===== src/sv/rgbf_pkg.sv =====
// ----------------------------------------------------------------------------
// rgbf_pkg
// shared constants and control types for the rgb555 fade-to-color block
// ----------------------------------------------------------------------------
package rgbf_pkg;

  localparam int FRACTION_BITS = 12;

  localparam int PIX_W     = 16;
  localparam int CH_W      = 5;
  localparam int COLOR_W   = 8;
  localparam int CFG_IDX_W = 2;
  localparam int STEP_W    = 8;

  // blend factor, complement and products
  localparam int FACT_W    = FRACTION_BITS;
  localparam int COMP_W    = FRACTION_BITS + 1;
  localparam int PROD_W    = FRACTION_BITS + COLOR_W + 1;
  localparam int REM_W     = STEP_W + 1;

  // serial divider: a load step, then one quotient bit per cycle
  localparam int DIV_CNT_W = $clog2(FRACTION_BITS + 1);

  // configuration register indexes
  localparam logic [CFG_IDX_W-1:0] REG_TARGET_RED   = 2'd0;
  localparam logic [CFG_IDX_W-1:0] REG_TARGET_GREEN = 2'd1;
  localparam logic [CFG_IDX_W-1:0] REG_TARGET_BLUE  = 2'd2;
  localparam logic [CFG_IDX_W-1:0] REG_FADE_STEPS   = 2'd3;

  localparam logic [STEP_W-1:0] FADE_STEPS_RESET = 8'd1;

  typedef struct packed {
    logic accept;
    logic cfg_we;
    logic div_load;
    logic div_iter;
  } rgbf_cmd_t;

  typedef struct packed {
    logic adv;
    logic adv_req;
  } rgbf_sts_t;

endpackage


===== src/sv/rgbf_ctrl.sv =====
// ----------------------------------------------------------------------------
// rgbf_ctrl
// handshake control and sequencing of the serial blend-factor divider
// ----------------------------------------------------------------------------
module rgbf_ctrl (
  input  logic                               clk,
  input  logic                               rst_n,
  input  logic                               in_tvalid,
  output logic                               in_tready,
  input  logic                               cfg_valid,
  output logic                               cfg_ready,
  input  logic [rgbf_pkg::CFG_IDX_W-1:0]     cfg_index,
  input  rgbf_pkg::rgbf_sts_t                sts,
  output rgbf_pkg::rgbf_cmd_t                cmd
);
  import rgbf_pkg::*;

  localparam logic ST_IDLE = 1'b0;
  localparam logic ST_DIV  = 1'b1;

  localparam logic [DIV_CNT_W-1:0] DIV_LAST = DIV_CNT_W'(FRACTION_BITS);

  logic                 state_r, state_nxt;
  logic [DIV_CNT_W-1:0] cnt_r, cnt_nxt;
  logic                 start;

  assign in_tready = (state_r == ST_IDLE) && sts.adv;
  assign cfg_ready = (state_r == ST_IDLE);

  always_comb begin
    cmd          = '0;
    cmd.accept   = in_tvalid && in_tready;
    cmd.cfg_we   = cfg_valid && cfg_ready;
    cmd.div_load = (state_r == ST_DIV) && (cnt_r == '0);
    cmd.div_iter = (state_r == ST_DIV) && (cnt_r != '0);
    start        = (cmd.accept && sts.adv_req) ||
                   (cmd.cfg_we && (cfg_index == REG_FADE_STEPS));
  end

  always_comb begin
    state_nxt = state_r;
    cnt_nxt   = cnt_r;
    case (state_r)
      ST_IDLE: begin
        cnt_nxt = '0;
        if (start) begin
          state_nxt = ST_DIV;
        end
      end
      ST_DIV: begin
        if (cnt_r == DIV_LAST) begin
          state_nxt = ST_IDLE;
          cnt_nxt   = '0;
        end else begin
          cnt_nxt = cnt_r + 1'b1;
        end
      end
      default: begin
        state_nxt = ST_IDLE;
        cnt_nxt   = '0;
      end
    endcase
  end

  always_ff @(posedge clk) begin
    if (!rst_n) begin
      state_r <= ST_IDLE;
      cnt_r   <= '0;
    end else begin
      state_r <= state_nxt;
      cnt_r   <= cnt_nxt;
    end
  end

endmodule


===== src/sv/rgbf_dp.sv =====
// ----------------------------------------------------------------------------
// rgbf_dp
// config registers, step counter, serial divider and two-stage blend pipeline
// ----------------------------------------------------------------------------
module rgbf_dp (
  input  logic                               clk,
  input  logic                               rst_n,
  input  rgbf_pkg::rgbf_cmd_t                cmd,
  output rgbf_pkg::rgbf_sts_t                sts,
  input  logic [rgbf_pkg::CFG_IDX_W-1:0]     cfg_index,
  input  logic [rgbf_pkg::COLOR_W-1:0]       cfg_data,
  input  logic [rgbf_pkg::PIX_W-1:0]         in_pixel,
  input  logic                               in_last,
  output logic                               out_valid,
  input  logic                               out_ready,
  output logic [rgbf_pkg::PIX_W-1:0]         out_pixel,
  output logic                               out_last,
  output logic                               out_final
);
  import rgbf_pkg::*;

  logic [COLOR_W-1:0] red_r, green_r, blue_r, steps_r;
  logic [STEP_W-1:0]  step_r;
  logic [REM_W-1:0]   rem_r, rem_nxt;
  logic [FACT_W-1:0]  quo_r;
  logic               quo_bit;
  logic [REM_W:0]     rem_sh;

  logic [COLOR_W-1:0] divr;
  logic [REM_W-1:0]   step_inc;
  logic               fin;
  logic [COMP_W-1:0]  comp;
  logic [COLOR_W-1:0] tgt [3];
  logic [PROD_W-1:0]  pa [3];
  logic [PROD_W-1:0]  pb [3];

  logic               s1_valid_r;
  logic               s1_zero_r, s1_fin_r, s1_flag_r, s1_last_r;
  logic [PROD_W-1:0]  s1_pa_r [3];
  logic [PROD_W-1:0]  s1_pb_r [3];

  logic               out_valid_r;
  logic [PIX_W-1:0]   out_pixel_r, out_pixel_nxt;
  logic               out_last_r, out_final_r;
  logic [PROD_W-1:0]  sum;
  logic               adv;

  assign divr     = (steps_r == '0) ? FADE_STEPS_RESET : steps_r;
  assign step_inc = {1'b0, step_r} + 1'b1;
  assign fin      = step_inc >= {1'b0, divr};
  assign adv      = !out_valid_r || out_ready;

  assign sts = '{adv: adv, adv_req: in_last && !fin};

  // config registers and step counter
  always_ff @(posedge clk) begin
    if (!rst_n) begin
      red_r   <= '0;
      green_r <= '0;
      blue_r  <= '0;
      steps_r <= FADE_STEPS_RESET;
      step_r  <= '0;
    end else begin
      if (cmd.cfg_we) begin
        case (cfg_index)
          REG_TARGET_RED:   red_r   <= cfg_data;
          REG_TARGET_GREEN: green_r <= cfg_data;
          REG_TARGET_BLUE:  blue_r  <= cfg_data;
          REG_FADE_STEPS:   steps_r <= cfg_data;
          default: ;
        endcase
      end
      if (cmd.accept && in_last && !fin) begin
        step_r <= step_r + 1'b1;
      end
    end
  end

  // restoring divider: ((step+1) << FRACTION_BITS) / steps
  always_comb begin
    rem_sh  = {rem_r, 1'b0};
    quo_bit = rem_sh >= {2'b00, divr};
    rem_nxt = quo_bit ? REM_W'(rem_sh - {2'b00, divr}) : REM_W'(rem_sh);
  end

  always_ff @(posedge clk) begin
    if (cmd.div_load) begin
      rem_r <= step_inc;
    end else if (cmd.div_iter) begin
      rem_r <= rem_nxt;
      quo_r <= {quo_r[FACT_W-2:0], quo_bit};
    end
  end

  // stage 1: channel products
  always_comb begin
    comp   = {1'b1, {FACT_W{1'b0}}} - {1'b0, quo_r};
    tgt[0] = red_r;
    tgt[1] = green_r;
    tgt[2] = blue_r;
    for (int i = 0; i < 3; i++) begin
      pa[i] = PROD_W'({in_pixel[CH_W*i +: CH_W], 3'b000} * comp);
      pb[i] = PROD_W'(tgt[i] * quo_r);
    end
  end

  always_ff @(posedge clk) begin
    if (!rst_n) begin
      s1_valid_r <= 1'b0;
    end else if (adv) begin
      s1_valid_r <= cmd.accept;
    end
  end

  always_ff @(posedge clk) begin
    if (adv && cmd.accept) begin
      s1_zero_r <= (in_pixel == '0);
      s1_fin_r  <= fin;
      s1_flag_r <= in_pixel[PIX_W-1];
      s1_last_r <= in_last;
      for (int i = 0; i < 3; i++) begin
        s1_pa_r[i] <= pa[i];
        s1_pb_r[i] <= pb[i];
      end
    end
  end

  // stage 2: sum, scale back and pack, or pass zero pixels and the target color
  always_comb begin
    out_pixel_nxt = {s1_flag_r, {(PIX_W-1){1'b0}}};
    sum           = '0;
    for (int i = 0; i < 3; i++) begin
      sum = s1_pa_r[i] + s1_pb_r[i];
      out_pixel_nxt[CH_W*i +: CH_W] = sum[FRACTION_BITS+3 +: CH_W];
    end
    if (s1_zero_r) begin
      out_pixel_nxt = '0;
    end else if (s1_fin_r) begin
      out_pixel_nxt = {1'b1, blue_r[COLOR_W-1 -: CH_W], green_r[COLOR_W-1 -: CH_W],
                       red_r[COLOR_W-1 -: CH_W]};
    end
  end

  always_ff @(posedge clk) begin
    if (!rst_n) begin
      out_valid_r <= 1'b0;
    end else if (adv) begin
      out_valid_r <= s1_valid_r;
    end
  end

  always_ff @(posedge clk) begin
    if (adv && s1_valid_r) begin
      out_pixel_r <= out_pixel_nxt;
      out_last_r  <= s1_last_r;
      out_final_r <= s1_fin_r;
    end
  end

  assign out_valid = out_valid_r;
  assign out_pixel = out_pixel_r;
  assign out_last  = out_last_r;
  assign out_final = out_final_r;

endmodule


===== src/sv/rgb555_fade_to_color_core.sv =====
// ----------------------------------------------------------------------------
// rgb555_fade_to_color_core
// fades a stream of rgb555 pixels toward a configured target color
// ----------------------------------------------------------------------------
// Pixels enter one per cycle unless held off or stalled, and leave in order.
// After an item marked tlast that is not in the final frame, and after a
// write to fade_steps, the input and config ports are held off while the
// bit-serial divider recomputes the blend factor, one quotient bit a cycle.
// Zero pixels pass unchanged; in the final frame every non-zero pixel
// becomes the target color with bit 15 set, and out_tuser flags that frame.
module rgb555_fade_to_color_core (
  input  logic                               clk,
  input  logic                               rst_n,
  input  logic                               in_tvalid,
  output logic                               in_tready,
  input  logic [15:0]                        in_tdata,   // pixel_in
  input  logic                               in_tlast,
  output logic                               out_tvalid,
  input  logic                               out_tready,
  output logic [15:0]                        out_tdata,  // pixel_out
  output logic                               out_tlast,
  output logic [0:0]                         out_tuser,  // final_step
  input  logic                               cfg_valid,
  output logic                               cfg_ready,
  input  logic [rgbf_pkg::CFG_IDX_W-1:0]     cfg_index,
  input  logic [rgbf_pkg::COLOR_W-1:0]       cfg_data
);
  import rgbf_pkg::*;

  rgbf_cmd_t cmd;
  rgbf_sts_t sts;

  rgbf_ctrl u_ctrl (
    .clk       (clk),
    .rst_n     (rst_n),
    .in_tvalid (in_tvalid),
    .in_tready (in_tready),
    .cfg_valid (cfg_valid),
    .cfg_ready (cfg_ready),
    .cfg_index (cfg_index),
    .sts       (sts),
    .cmd       (cmd)
  );

  rgbf_dp u_dp (
    .clk       (clk),
    .rst_n     (rst_n),
    .cmd       (cmd),
    .sts       (sts),
    .cfg_index (cfg_index),
    .cfg_data  (cfg_data),
    .in_pixel  (in_tdata),
    .in_last   (in_tlast),
    .out_valid (out_tvalid),
    .out_ready (out_tready),
    .out_pixel (out_tdata),
    .out_last  (out_tlast),
    .out_final (out_tuser[0])
  );

endmodule


===== config.mk =====
export PLATFORM = sky130hd
export DESIGN_NAME = rgb555_fade_to_color_core
export DESIGN_NICKNAME = d
export VERILOG_FILES = /design/src/sv/rgbf_pkg.sv /design/src/sv/rgbf_ctrl.sv /design/src/sv/rgbf_dp.sv /design/src/sv/rgb555_fade_to_color_core.sv
export SDC_FILE = /design/constraint.sdc
export NUM_CORES = 1
export LEC_CHECK = 0
export BUFFER_PORTS_ARGS = -buffer_cell sky130_fd_sc_hd__buf_2
export CAP_MARGIN = 20
export CORE_ASPECT_RATIO = 0.9
export CORE_MARGIN = 5
export CORE_UTILIZATION = 46
export DETAILED_ROUTE_END_ITERATION = 12
export PLACE_DENSITY_LB_ADDON = 0.3
export SLEW_MARGIN = 30
export SYNTH_ARGS = -nofsm -noshare
export SYNTH_HDL_FRONTEND = slang
export SYNTH_HIERARCHICAL = 1
export SYNTH_SLANG_ARGS = --single-unit

===== constraint.sdc =====
create_clock -name clk -period 13.4 [get_ports clk]
set_clock_uncertainty 0.05 [all_clocks]
set_input_delay 2.68 -clock clk [delete_from_list [all_inputs] [get_ports clk]]
set_output_delay 2.68 -clock clk [all_outputs]
set_load 0.05 [all_outputs]

# Word-level counts from Yosys, hierarchy flattened

Memory sizes are Yosys's and may differ from the RTL's.
Cells that the tools add are included.

Add/sub/neg operators: 8
$mul: 6
$lt $le $gt $ge: 2
Equality and inequality tests: 4
Muxes and demuxes: 12
Bitwise operators: 2
Reductions and logical operators: 27

Operator list:

| cell                                                                 | number |
|---|---|
| 20-bit adder                                                         | 3 |
| 8-bit by 12-bit multiplier with 20-bit output                        | 3 |
| 5-bit by 13-bit multiplier with 18-bit output                        | 3 |
| 9-bit 2-to-1 mux                                                     | 3 |
| 16-bit logical NOT                                                   | 1 |
| 16-bit 2-to-1 mux                                                    | 1 |
| 13-bit by 12-bit subtractor with 13-bit output, first input constant | 1 |
| 1-bit logical AND                                                    | 12 |
| 10-bit by 8-bit greater-or-equal comparator with 1-bit output        | 1 |
| 2-bit AND reduction                                                  | 5 |
| 8-bit by 1-bit adder with 9-bit output, second input constant        | 1 |
| 9-bit by 8-bit greater-or-equal comparator with 1-bit output         | 1 |
| 9-bit by 8-bit subtractor with 9-bit output                          | 1 |
| 8-bit by 1-bit adder with 8-bit output, second input constant        | 1 |
| 8-bit logical NOT                                                    | 1 |
| 8-bit 2-to-1 mux                                                     | 1 |
| 4-bit case mux with 2 select lines                                   | 1 |
| 4-bit by 1-bit adder with 4-bit output, second input constant        | 1 |
| 2-bit == test, second input constant                                 | 2 |
| 4-bit == test, second input constant                                 | 1 |
| 4-bit logical NOT                                                    | 1 |
| 1-bit 2-to-1 mux                                                     | 4 |
| 4-bit 2-to-1 mux                                                     | 1 |
| 4-bit nonzero test                                                   | 1 |
| 7 further kinds                                                      | 10 |

Bits in registers: 90
Bits in writable memories: 114
Input bits: 32
Output and inout port bits: 21
Word-level logic and storage cells: 81
Memories: 2

Memory list:

| name         | words | width | read ports | clocked after memory_dff | write ports | line          | RTL |
|---|---|---|---|---|---|---|---|
| u_dp.s1_pb_r | 3     | 20    | 3          | 0                        | 3           | rgbf_dp.sv:40 | `logic [PROD_W-1:0] s1_pb_r [3];` |
| u_dp.s1_pa_r | 3     | 18    | 3          | 0                        | 3           | rgbf_dp.sv:39 | `logic [PROD_W-1:0] s1_pa_r [3];` |

# Logic depth before layout (Yosys ltp)

Depth after elaboration: 9
Mapped depth: 23
Mapped depth without buffers: 20

# Cells and area by module

The synthesis kept the hierarchy.

By module, submodules not included:

| module    | instances | cells each | area each (um2) | seq. area each (um2) |
|---|---|---|---|---|
| rgbf_dp   | 1         | 2,460      | 23,396.2        | 5,195.0 |
| rgbf_ctrl | 1         | 30         | 250.2           | 100.1 |

# Worst setup path after synthesis

OpenSTA, ideal clock, no wires.

Kind: in2reg
Start: in out_tready
End: reg u_dp.s1_fin_r, enable pin
Setup time: 0.477 ns
Arrival: 6.419 ns
Data required time: 12.873 ns
Path slack: 6.454 ns
Stages on the path: 5
Buffers on the path: 1
Cell sequence: nand2b_1 > buf_4 > nor2b_1 > and2_1 > and2_1

RTL lines:

| element              | line                            | RTL |
|---|---|---|
| from (decl)          | rgb555_fade_to_color_core.sv:19 | `input logic out_tready,` |
| to (signal assigned) | rgbf_dp.sv:118                  | `s1_fin_r <= fin;` |
| to (decl)            | rgbf_dp.sv:38                   | `logic s1_zero_r, s1_fin_r, s1_flag_r, s1_last_r;` |

==> flow_metrics.py <==
metrics = {
    "synthesis": {
        "synth_seq_cells": 192,
        "syn_area_per_cell_um2": 9.497,
        "syn_inst": 2490,
        "yosysSeqAreaShare": 0.2239,
        "syn_area_um2": 23650,
        "ys_types": 72,
        "async_flop_share": 0,
        "yosys_most_used_dff": "edfxtp_1",
        "yosys_warnings": 6,
        "synth_edf_count": 145,
        "syn_nets": 3053,
    },
    "cells_and_area": {
        "seqCellArea_um2": 5295,
        "filler_cell_count": 4618,
        "multi_input_area_um2": 16430,
        "areaGrowthSynthToFinish_pct": 6.487,
        "post-route-util": 0.4971,
        "drive_gt1_frac": 0.05527,
        "final_nets": 3047,
        "design_area_um2": 25180,
    },
    "run_status": {
        "status": "finished, final reports clean",
    },
    "cts": {
        "hold_buffers": 0,
        "htreeDepth": 4,
        "numCtsBuffers": 17,
        "ctsResizeCount": 0,
        "cts_tree": "yes",
        "path_clk_slew_ps": 80,
        "cts_setup_buffers": 0,
        "clock-sinks": 192,
        "clock_latency_ps": 460,
        "clk_path_buf_depth": 2,
        "cts_root_buf": "clkbuf_16",
    },
    "power": {
        "power_density_nw_per_um2": 80.27,
        "leakage_nw": 12.32,
        "sequentialPowerShare": 0.387,
        "p_clk_frac": 0.258,
        "swShare": 0.3583,
        "p_int_mw": 1.297,
        "p_comb_frac": 0.355,
        "p_sw_mw": 0.7242,
        "ir_drop_mv": 0.08776,
    },
    "grt": {
        "groute.usage.overall": 0.1902,
        "overflow": 0,
        "grt_pass1_wl_mm": 88.03,
        "grt_antenna_before_repair": 2,
        "grt_start_max_net_pins": 74,
        "first_global_vias": 17850,
    },
    "timing": {
        "slew_headroom": 0.3706,
        "finalCritPeriodShare": 0.4729,
        "hold_viol": 0,
        "rsz0062_at_grt": "no",
        "setup_violations": 0,
        "worst_pin_slew_ps": 944.2,
        "period_needed_ps": 6337,
        "finalSetupTns_ps": 0,
        "max_freq_mhz": 157.8,
        "fin_ws_ps": 7063,
        "drv_slew": 0,
    },
    "placed_design": {
        "portBuffers": 52,
        "dpl-instance-area_um2": 24560,
        "gp_congestion": 0.8610,
        "post-place-ws_ps": 6603,
        "dpl.hpwl_mm": 40.55,
    },
    "setup_path": {
        "startpoint_type": "input pin",
        "reg2reg_depth": 21,
        "crit_type": "in -> reg",
        "crit_path_end_kind": "flip-flop",
        "arrival_ps": 6500,
        "crit_required_ps": 13560,
        "cp_max_fo": 14,
    },
    "flow_run": {
        "cap_violations": 0,
    },
    "route": {
        "ant_nets": 0,
        "avgViaCountPerCell": 5.263,
        "drc": 0,
        "wl_mm": 51.97,
        "wire_per_inst_um": 16.35,
        "num_vias": 16730,
        "dr.pass1.iters": 5,
        "drt_iter0_markers": 699,
    },
    "floorplanning": {
        "die_h_um": 225.1,
        "dieArea_um2": 56050,
        "ios": 53,
        "placementRows": 78,
        "die_w_um": 249.0,
        "start_util": 0.4668,
        "core_region_area_um2": 50650,
    },
    "min_path": {
        "whs_path_depth": 0,
        "min_path_type": "reg -> reg",
    },
}
## placed cells by master (no fill, tap or decap), drive strengths merged, types with 3 or more instances in the layout
cell type,synthesis,final
a211oi,7,7
a21boi,9,9
a21o,50,50
a21oi,105,105
a221oi,4,4
a31oi,6,6
and2,356,356
and3,9,9
and4,6,6
buf,8,80
clkbuf,97,17
dfxtp,47,47
edfxtp,145,145
fa,277,277
ha,254,254
inv,406,419
mux2i,30,30
nand2,193,193
nand2b,15,15
nand3,28,28
nand4,8,8
nor2,79,79
nor2b,41,41
nor3,19,19
nor3b,4,4
nor4,7,7
o211ai,7,7
o21a,8,8
o21ai,63,63
o21bai,20,20
o22ai,3,3
o31ai,4,4
o41a,3,3
or2,5,5
or3,7,7
xnor2,92,92
xor2,42,42
## synthesized netlist by cell type (all sizes together), types with 7 or more instances
library cell | count | area share
a211oi | 7 | 0.0024
a21boi | 9 | 0.0029
a21o | 50 | 0.016
a21oi | 105 | 0.023
and2 | 356 | 0.094
and3 | 9 | 0.0024
buf | 8 | 0.0018
clkbuf | 97 | 0.015
dfxtp | 47 | 0.040
edfxtp | 145 | 0.18
fa | 277 | 0.23
ha | 254 | 0.13
inv | 406 | 0.064
mux2i | 30 | 0.013
nand2 | 193 | 0.031
nand2b | 15 | 0.0040
nand3 | 28 | 0.0061
nand4 | 8 | 0.0021
nor2 | 79 | 0.013
nor2b | 41 | 0.011
nor3 | 19 | 0.0042
nor4 | 7 | 0.0028
o211ai | 7 | 0.0022
o21a | 8 | 0.0025
o21ai | 63 | 0.013
o21bai | 20 | 0.0063
or3 | 7 | 0.0019
xnor2 | 92 | 0.034
xor2 | 42 | 0.016
## path summary, 6_finish.rpt
path,from,endpoint,slack (ps)
hold / removal,u_dp/s1_last_r,u_dp/out_last,380
setup reg to reg,u_dp/quo_r[1],u_dp/s1_pa_r[0][16],7620
setup / recovery,in_tdata[4],u_dp/s1_pa_r[0][16],7060
hold reg to reg,u_dp/s1_last_r,u_dp/out_last,380
## state kept, by name, indices dropped and copies added (netlist names)
| register | count |
|---|---|
| u_dp/s1_pa_r | 51 |
| u_dp/s1_pb_r | 51 |
| u_dp/out_pixel | 16 |
| u_dp/quo_r | 12 |
| u_dp/rem_r | 9 |
| u_dp/blue_r | 8 |
| u_dp/green_r | 8 |
| u_dp/red_r | 8 |
| u_dp/step_r | 8 |
| u_dp/steps_r | 8 |
| u_ctrl/cnt_r | 4 |
| u_ctrl/state_r | 1 |
| u_dp/out_final | 1 |
| u_dp/out_last | 1 |
| u_dp/out_valid | 1 |
| u_dp/s1_fin_r | 1 |
| u_dp/s1_flag_r | 1 |
| u_dp/s1_last_r | 1 |
| u_dp/s1_valid_r | 1 |
| u_dp/s1_zero_r | 1 |
## routing by layer
metal  GRT usage  vias to the layer above  routed length [µm]
met3     0.02400                       47                1710
met5           0                        -                   0
met4     0.04022                        0                 743
li1            -                     7961                   -
met2      0.3482                      259               26580
met1      0.2436                     8463               22930
## logic make-up (layout without fill, tap and decap cells)
group,count (synthesis),after routing,synth area share
other,0,2,0
adder cells (fa/ha/maj),531,531,0.3689
multiplexers,31,31,0.01318
flip-flops,192,192,0.2239
XOR/XNOR,134,134,0.04963
AND/OR/NAND/NOR,785,785,0.1797
buffers and inverters,511,518,0.08164
AO/OA/AOI/OAI,306,306,0.08302
## worst max-delay path: stages
cell and delay (ps):
buf_2 180, and2_1 190, fa_1 510, fa_1 550
inv_1 60, fa_1 530, inv_1 50, ha_1 330
o21ai_0 220, o21bai_1 120, a31oi_1 230, o22ai_1 150
o41a_1 360, a21oi_1 150, o21bai_1 80, xnor2_1 130
## power groups by stage
stage	Sequential [mW]	Clock, mW	Combinational [mW]
floorplan	0.793	0	0.545
global placement	0.797	0	0.691
detailed placement	0.798	0	0.716
CTS	0.785	0.536	0.723
global route	0.789	0.561	0.814
finish	0.783	0.521	0.717
## through the flow
step / std cells / power (mW) / hold slack, ps
2_1_floorplan: 2490 / 1.338 / 350.3
3_3_place_gp: 3145 / 1.488 / 352.9
3_5_place_dp: 3145 / 1.514 / 360.5
4_1_cts: 3177 / 2.043 / 379.4
5_1_grt: 3177 / 2.164 / 392.0
6_report: 3179 / 2.021 / 379.4
## cell type report
cell class	count	area share
multi-input combinational	1787	0.6524
tap	680	0.03379
clock buffer	17	0.01689
antenna	2	0.0001988
clock inverter	15	0.007205
timing repair buffer	80	0.01868
sequential	192	0.2103
inverter	406	0.06052
(Power assumes the default switching activity.)
